===== src/hw/rtl/mpsd_pkg.sv =====
package mpsd_pkg;

  // Command codes carried on in_tuser
  localparam logic [1:0] CMD_LOAD    = 2'd0;
  localparam logic [1:0] CMD_TEXT    = 2'd1;
  localparam logic [1:0] CMD_RESTART = 2'd2;

  localparam int CMD_W   = 2;
  localparam int SLOT_W  = 4;
  localparam int CPOS_W  = 5;
  localparam int SYM_W   = 8;
  localparam int ACT_W   = 5;
  localparam int TPOS_W  = 16;
  localparam int IN_TDATA_W  = 24;
  localparam int OUT_TDATA_W = 24;

  localparam logic [ACT_W-1:0]  ACT_RESET = 5'd16;
  localparam logic [TPOS_W-1:0] TPOS_MAX  = 16'hFFFF;

  // Operation broadcast from the sequencer to every cell
  typedef struct packed {
    logic              load;
    logic              text;
    logic              restart;
    logic              found;
    logic [SLOT_W-1:0] slot;
    logic [CPOS_W-1:0] cpos;
    logic [SYM_W-1:0]  sym;
    logic              last;
    logic [ACT_W-1:0]  act;
  } op_t;

endpackage


===== src/hw/rtl/mpsd_ram.sv =====
module mpsd_ram #(
  parameter int WIDTH = 8,
  parameter int DEPTH = 32
) (
  input  logic                                      clk,
  input  logic                                      we,
  input  logic [((DEPTH > 1) ? $clog2(DEPTH) : 1)-1:0] waddr,
  input  logic [WIDTH-1:0]                          wdata,
  input  logic [((DEPTH > 1) ? $clog2(DEPTH) : 1)-1:0] raddr,
  output logic [WIDTH-1:0]                          rdata
);

  logic [WIDTH-1:0] mem [DEPTH];

  always_ff @(posedge clk) begin
    if (we) begin
      mem[waddr] <= wdata;
    end
    rdata <= mem[raddr];
  end

endmodule


===== src/hw/rtl/mpsd_cell.sv =====
module mpsd_cell #(
  parameter int IDX     = 0,
  parameter int MAX_LEN = 32
) (
  input  logic          clk,
  input  logic          rst_n,
  input  mpsd_pkg::op_t op,
  input  logic          hit_in,
  output logic          hit_out
);

  localparam int AW = (MAX_LEN > 1) ? $clog2(MAX_LEN) : 1;
  localparam int LW = $clog2(MAX_LEN + 1);

  logic [LW-1:0]              len_r, len_nxt;
  logic [LW-1:0]              prog_r, prog_nxt;
  logic [mpsd_pkg::SYM_W-1:0] chr;
  logic                       sel;
  logic                       active;
  logic                       step;
  logic                       done;

  // Slot hit by a load inside the table
  assign sel = (32'(op.slot) == IDX) && (32'(op.cpos) < MAX_LEN);
  assign active = (IDX < 32'(op.act));

  mpsd_ram #(
    .WIDTH (mpsd_pkg::SYM_W),
    .DEPTH (MAX_LEN)
  ) u_ram (
    .clk   (clk),
    .we    (op.load && sel),
    .waddr (AW'(op.cpos)),
    .wdata (op.sym),
    .raddr (prog_r[AW-1:0]),
    .rdata (chr)
  );

  // Advance on the expected character while unfinished
  assign step = op.text && !op.found && active && (len_r != '0) && (prog_r < len_r)
                && (chr == op.sym);
  assign done = step && ((prog_r + LW'(1)) == len_r);
  assign hit_out = hit_in | done;

  always_comb begin
    len_nxt  = len_r;
    prog_nxt = prog_r;
    if (op.load && sel) begin
      prog_nxt = '0;
      if (op.last) begin
        len_nxt = LW'(32'(op.cpos) + 1);
      end
    end else if (op.restart) begin
      prog_nxt = '0;
    end else if (step) begin
      prog_nxt = prog_r + LW'(1);
    end
  end

  always_ff @(posedge clk) begin
    if (!rst_n) begin
      len_r  <= '0;
      prog_r <= '0;
    end else begin
      len_r  <= len_nxt;
      prog_r <= prog_nxt;
    end
  end

endmodule


===== src/hw/rtl/multi_pattern_subsequence_detector_core.sv =====
// Multi-pattern subsequence detector.
//
// Input stream (in_*): one beat per command. in_tuser carries the command
// (load pattern character, text character, restart). in_tdata carries the
// pattern slot, the character position and the symbol; in_tlast marks the
// final character of a pattern on a load.
// Result stream (out_*): one beat per text character only, giving the sticky
// found flag, the 1-based position of the first completion and found_now.
// Configuration (cfg_*): cfg_we writes the number of active pattern slots.
//
// Every beat is first captured, while each cell reads its next expected
// character from its character RAM at the current progress, and then
// executed in all cells at once. A new beat is taken only after the pending
// one has executed, because of the registered read of the per-cell RAM. A
// text result appears on out_* in the cycle after its execute cycle.
// At reset the slots are empty, progress and position are cleared and all
// sixteen slots are active; character RAM content stays undefined until
// loaded. When the receiver stalls, the result register holds; one more beat
// is captured, and a text beat then waits for the result register to free
// up while a load or restart beat goes ahead.
module multi_pattern_subsequence_detector_core #(
  parameter int NUM_PATTERNS = 16,
  parameter int MAX_LEN      = 32
) (
  input  logic                                  clk,
  input  logic                                  rst_n,
  input  logic                                  in_tvalid,
  output logic                                  in_tready,
  // [3:0] pattern_index, [8:4] char_position, [16:9] symbol, rest zero
  input  logic [mpsd_pkg::IN_TDATA_W-1:0]       in_tdata,
  // [1:0] command
  input  logic [mpsd_pkg::CMD_W-1:0]            in_tuser,
  input  logic                                  in_tlast,
  output logic                                  out_tvalid,
  input  logic                                  out_tready,
  // [0] found, [16:1] match_position, [17] found_now, rest zero
  output logic [mpsd_pkg::OUT_TDATA_W-1:0]      out_tdata,
  input  logic                                  cfg_we,
  input  logic [mpsd_pkg::ACT_W-1:0]            cfg_wdata
);

  // Captured beat waiting for its execute cycle
  logic                                pend_r, pend_nxt;
  logic [mpsd_pkg::CMD_W-1:0]          cmd_r;
  logic [mpsd_pkg::SLOT_W-1:0]         slot_r;
  logic [mpsd_pkg::CPOS_W-1:0]         cpos_r;
  logic [mpsd_pkg::SYM_W-1:0]          sym_r;
  logic                                last_r;

  logic [mpsd_pkg::ACT_W-1:0]          act_r;
  logic [mpsd_pkg::TPOS_W-1:0]         cnt_r, cnt_nxt;
  logic                                found_r, found_nxt;
  logic [mpsd_pkg::TPOS_W-1:0]         mpos_r, mpos_nxt;

  logic                                oval_r, oval_nxt;
  logic                                ofound_r;
  logic [mpsd_pkg::TPOS_W-1:0]         opos_r;
  logic                                onow_r;

  logic                                exec;
  logic                                in_fire;
  logic                                now;
  mpsd_pkg::op_t                       op;
  logic [NUM_PATTERNS:0]               hit;

  assign in_tready = !pend_r;
  assign in_fire   = in_tvalid && in_tready;

  // Execute a pending beat; a text beat waits until the result register can take it
  assign exec = pend_r && ((cmd_r != mpsd_pkg::CMD_TEXT) || !oval_r || out_tready);

  always_comb begin
    op.load    = exec && (cmd_r == mpsd_pkg::CMD_LOAD);
    op.text    = exec && (cmd_r == mpsd_pkg::CMD_TEXT);
    op.restart = exec && (cmd_r == mpsd_pkg::CMD_RESTART);
    op.found   = found_r;
    op.slot    = slot_r;
    op.cpos    = cpos_r;
    op.sym     = sym_r;
    op.last    = last_r;
    op.act     = act_r;
  end

  // Completion ripples down the row of cells
  assign hit[0] = 1'b0;

  for (genvar i = 0; i < NUM_PATTERNS; i++) begin : g_cell
    mpsd_cell #(
      .IDX     (i),
      .MAX_LEN (MAX_LEN)
    ) u_cell (
      .clk     (clk),
      .rst_n   (rst_n),
      .op      (op),
      .hit_in  (hit[i]),
      .hit_out (hit[i+1])
    );
  end

  assign now = hit[NUM_PATTERNS];

  always_comb begin
    pend_nxt  = pend_r;
    cnt_nxt   = cnt_r;
    found_nxt = found_r;
    mpos_nxt  = mpos_r;
    oval_nxt  = oval_r && !out_tready;
    if (exec) begin
      pend_nxt = 1'b0;
    end
    if (in_fire) begin
      pend_nxt = 1'b1;
    end
    if (op.restart) begin
      cnt_nxt   = '0;
      found_nxt = 1'b0;
      mpos_nxt  = '0;
    end else if (op.text) begin
      // Saturate the text position
      if (cnt_r != mpsd_pkg::TPOS_MAX) begin
        cnt_nxt = cnt_r + 16'd1;
      end
      if (!found_r && now) begin
        found_nxt = 1'b1;
        mpos_nxt  = cnt_nxt;
      end
      oval_nxt = 1'b1;
    end
  end

  always_ff @(posedge clk) begin
    if (!rst_n) begin
      pend_r  <= 1'b0;
      act_r   <= mpsd_pkg::ACT_RESET;
      cnt_r   <= '0;
      found_r <= 1'b0;
      mpos_r  <= '0;
      oval_r  <= 1'b0;
    end else begin
      pend_r  <= pend_nxt;
      cnt_r   <= cnt_nxt;
      found_r <= found_nxt;
      mpos_r  <= mpos_nxt;
      oval_r  <= oval_nxt;
      if (cfg_we) begin
        act_r <= cfg_wdata;
      end
    end
  end

  // Payload registers: capture on accept, load result on text execute
  always_ff @(posedge clk) begin
    if (in_fire) begin
      cmd_r  <= in_tuser;
      slot_r <= in_tdata[3:0];
      cpos_r <= in_tdata[8:4];
      sym_r  <= in_tdata[16:9];
      last_r <= in_tlast;
    end
    if (op.text) begin
      ofound_r <= found_nxt;
      opos_r   <= mpos_nxt;
      onow_r   <= !found_r && now;
    end
  end

  assign out_tvalid = oval_r;
  assign out_tdata  = {6'd0, onow_r, opos_r, ofound_r};

endmodule


===== config.mk =====
export PLATFORM = sky130hd
export DESIGN_NAME = multi_pattern_subsequence_detector_core
export DESIGN_NICKNAME = d
export VERILOG_FILES = /design/src/hw/rtl/mpsd_pkg.sv /design/src/hw/rtl/mpsd_ram.sv /design/src/hw/rtl/mpsd_cell.sv /design/src/hw/rtl/multi_pattern_subsequence_detector_core.sv
export SDC_FILE = /design/constraint.sdc
export NUM_CORES = 2
export LEC_CHECK = 0
export CAP_MARGIN = 10
export CORE_MARGIN = 8
export CORE_UTILIZATION = 45
export DETAILED_ROUTE_END_ITERATION = 16
export DONT_BUFFER_PORTS = 1
export PLACE_DENSITY = 0.58
export SLEW_MARGIN = 0
export SYNTH_ARGS = -nofsm -noshare
export SYNTH_HDL_FRONTEND = slang
export SYNTH_SLANG_ARGS = --single-unit

===== constraint.sdc =====
create_clock -name clk -period 17.1 [get_ports clk]
set_clock_uncertainty 0.2 [all_clocks]
set_input_delay 2.565 -clock clk [delete_from_list [all_inputs] [get_ports clk]]
set_output_delay 2.565 -clock clk [all_outputs]
set_load 0.03 [all_outputs]

==> results_dict.tcl <==
set metrics [dict create \
    outcome "finished, final reports clean" \
    grtUsageMet1_pct 30.4 \
    insertion_delay_ns 1.01 \
    cts.sinks 4494 \
    ctsLongestPathBuffers 4 \
    viasPerCell 5.92 \
    final_cells 14500 \
    die_area_sq_um 415000 \
    critPathKind "in2reg" \
    first_iter_violations 9368 \
    grt_pass1_wl_microns 648000 \
    finalHoldViolCount 0 \
    grt-ovfl-total 0 \
    drive_above_1_share_pct 25.7 \
    synth_cells 8679 \
    grt_pass1_vias 87400 \
    io_pins 63 \
    crit_path_start_kind "input port" \
    period_minus_slack_ns 6.74 \
    htreeDepth 5 \
    hp-class "reg2reg" \
    synth.largest_area_cell "edfxtp_1" \
    use_met2_pct 33.9 \
    nets 9008 \
    synth_cell_types 73 \
    cap_viol_max_count 0 \
    synthFlopType "edfxtp_1" \
    vias 85800 \
    ant_nets 0 \
    drc_errors 0 \
    synth_top_cell_area_share_pct 70.0 \
    netlist_area_sq_um 177000 \
    post-dp-hpwl_microns 268000 \
    syn_to_final_growth_pct 12.2 \
    root_buffer "clkbuf_16" \
    postCtsSetupBuffers 0 \
    gp_congestion 0.815 \
    startpoint "out_tready" \
    cts.clk_slew.worst_paths_ns 0.06 \
    ys_warn_count 0 \
    hold_buffers 0 \
    place_inst 13600 \
    place_area_sq_um 184000 \
    ys_top_cells_by_area "edfxtp_1, mux4_2, dfxtp_1" \
    synthArstFlopShare_pct 0 \
    power_density_nw_per_um2 112 \
    synth-seq-area-share_pct 74.0 \
    busiest_layer "met2" \
    die_y_microns 644 \
    rsz0062_at_grt "false" \
    yosysMostFrequentCell "edfxtp_1" \
    cts-buffers-inserted 453 \
    die-width_microns 644 \
    peakVddDrop_v 0.0000966 \
    synthTopCellsByCount "edfxtp_1, mux4_2, nor2_1" \
    cts_tree "yes" \
    met3_usage_pct 4.04 \
    first_pass_iters 5 \
    crit_path_end_kind "flop" \
    maxSlewViolCount 0 \
    whs_ns 0.273 \
    finalSetupTns_ns 0 \
    start_util_pct 45.2 \
    r2r_start "out_tvalid$_SDFF_PN0_" \
    synth_edf_count 4134 \
    grt_max_degree 159 \
    maxSlewHeadroom_pct 16.2 \
    wirelength_microns 448000 \
    syn-mean-instance-area_sq_um 20.4 \
    clock.fmax_mhz 148 \
    cts_resized 0 \
    io_buffers 0 \
    hp-start "mpos_r[3]$_SDFF_PN0_" \
    period_share_pct 39.4 \
    worst_slew_pin_slew_ns 1.25 \
    fin_area_sq_um 199000 \
    cp_data_required_time_ns 17.51 \
    antenna_found_initial 49 \
    rows 230 \
    grt_util_all_layers_pct 21.4 \
    ys_ff_latch 4494 \
    crit_arrival_ns 7.15 \
    wl_per_cell_microns 30.9 \
    core_sq_um 393000 \
    p_leak_nw 60.4 \
    crit_fanout 34 \
    setup_viol 0 \
]
==> worst paths after layout <==
check,endpoint,slack (ns),depth (start not counted)
worst max-delay path,onow_r$_DFFE_PN_,10.36,9
worst min-delay path,mpos_r[3]$_SDFF_PN0_,0.27,2
worst max register to register,onow_r$_DFFE_PN_,11.16,9
worst min register to register,mpos_r[3]$_SDFF_PN0_,0.27,2
==> critical path: stages <==
cell and delay, ns:
nand2b_1 0.16, nand2b_1 0.55, inv_2 0.49, nand2_1 0.65
nor4b_1 0.19, a22oi_1 0.75, o211ai_1 0.51, nor4_1 0.72
nand4_1 0.48
==> placed cells by master, fill, tap and decap left out, types with 110 or more instances in the layout <==
| master | synthesis | layout |
|---|---|---|
| ha_1 | 117 | 116 |
| clkbuf_16 | 0 | 455 |
| mux2_2 | 129 | 129 |
| buf_4 | 14 | 183 |
| xnor2_1 | 157 | 156 |
| dfxtp_1 | 360 | 328 |
| edfxtp_1 | 4134 | 4134 |
| xor2_1 | 178 | 176 |
| clkbuf_1 | 307 | 112 |
| inv_1 | 110 | 110 |
| nor2_1 | 729 | 728 |
| nand2_1 | 258 | 243 |
| mux4_2 | 1280 | 1280 |
==> per-layer routing <==
metal	share of wire, %	up-vias
met4	2.9	30
met5	0.047	-
met1	41	46000
li1	-	35800
met3	8.1	684
met2	48	3297
==> layout make-up <==
| class | instances | area [sq um] |
|---|---|---|
| repair buffers | 191 | 1530 |
| flip-flops and latches | 4494 | 131000 |
| clock buffers | 598 | 12200 |
| fillers | 31100 | 194000 |
| diodes | 23 | 57.6 |
| well taps | 5220 | 6530 |
| multi-input cells | 3601 | 44100 |
| inverters | 113 | 424 |
| clock inverters | 262 | 2660 |
==> state kept, by name, indices dropped and copies added (netlist names) <==
signal                     cells
opos_r                        16
mpos_r                        16
ofound_r                       1
last_r                         1
cnt_r                         16
cpos_r                         5
g_cell.u_cell.u_ram.mem     4096
slot_r                         4
pend_r                         1
g_cell.u_cell.prog_r          96
onow_r                         1
g_cell.u_cell.u_ram.rdata    128
act_r                          5
out_tvalid                     1
sym_r                          8
g_cell.u_cell.len_r           96
found_r                        1
cmd_r                          2
==> through the flow <==
stage | util [%] | setup slack, ns | total power, W
detailed placement | 46.9 | 9.27 | 0.0126
finish | 50.7 | 10.36 | 0.0222
CTS | 50.7 | 10.35 | 0.0224
global placement | 46.9 | 9.32 | 0.0126
floorplan | - | 7.67 | 0.0125
global route | 50.7 | 10.49 | 0.0228
==> cells by family after synthesis <==
| logic type | Yosys count | synth area share (%) |
|---|---|---|
| flops | 4494 | 74.0 |
| mux | 1474 | 17.4 |
| simple gates | 1416 | 3.62 |
| buf+inv | 589 | 1.33 |
| xor+xnor | 335 | 1.65 |
| compound gates | 253 | 1.09 |
| fa+ha+maj | 117 | 0.825 |
| other cells | 1 | 0.00211 |
==> power by group <==
part           total (W)  leakage, nW  switching, W  internal, W
logic           0.000353         13.0      0.000313    0.0000397
registers         0.0120         40.1     0.0000114       0.0120
clock network    0.00985         7.25       0.00423      0.00562
Power figures use the tool's default switching activity.
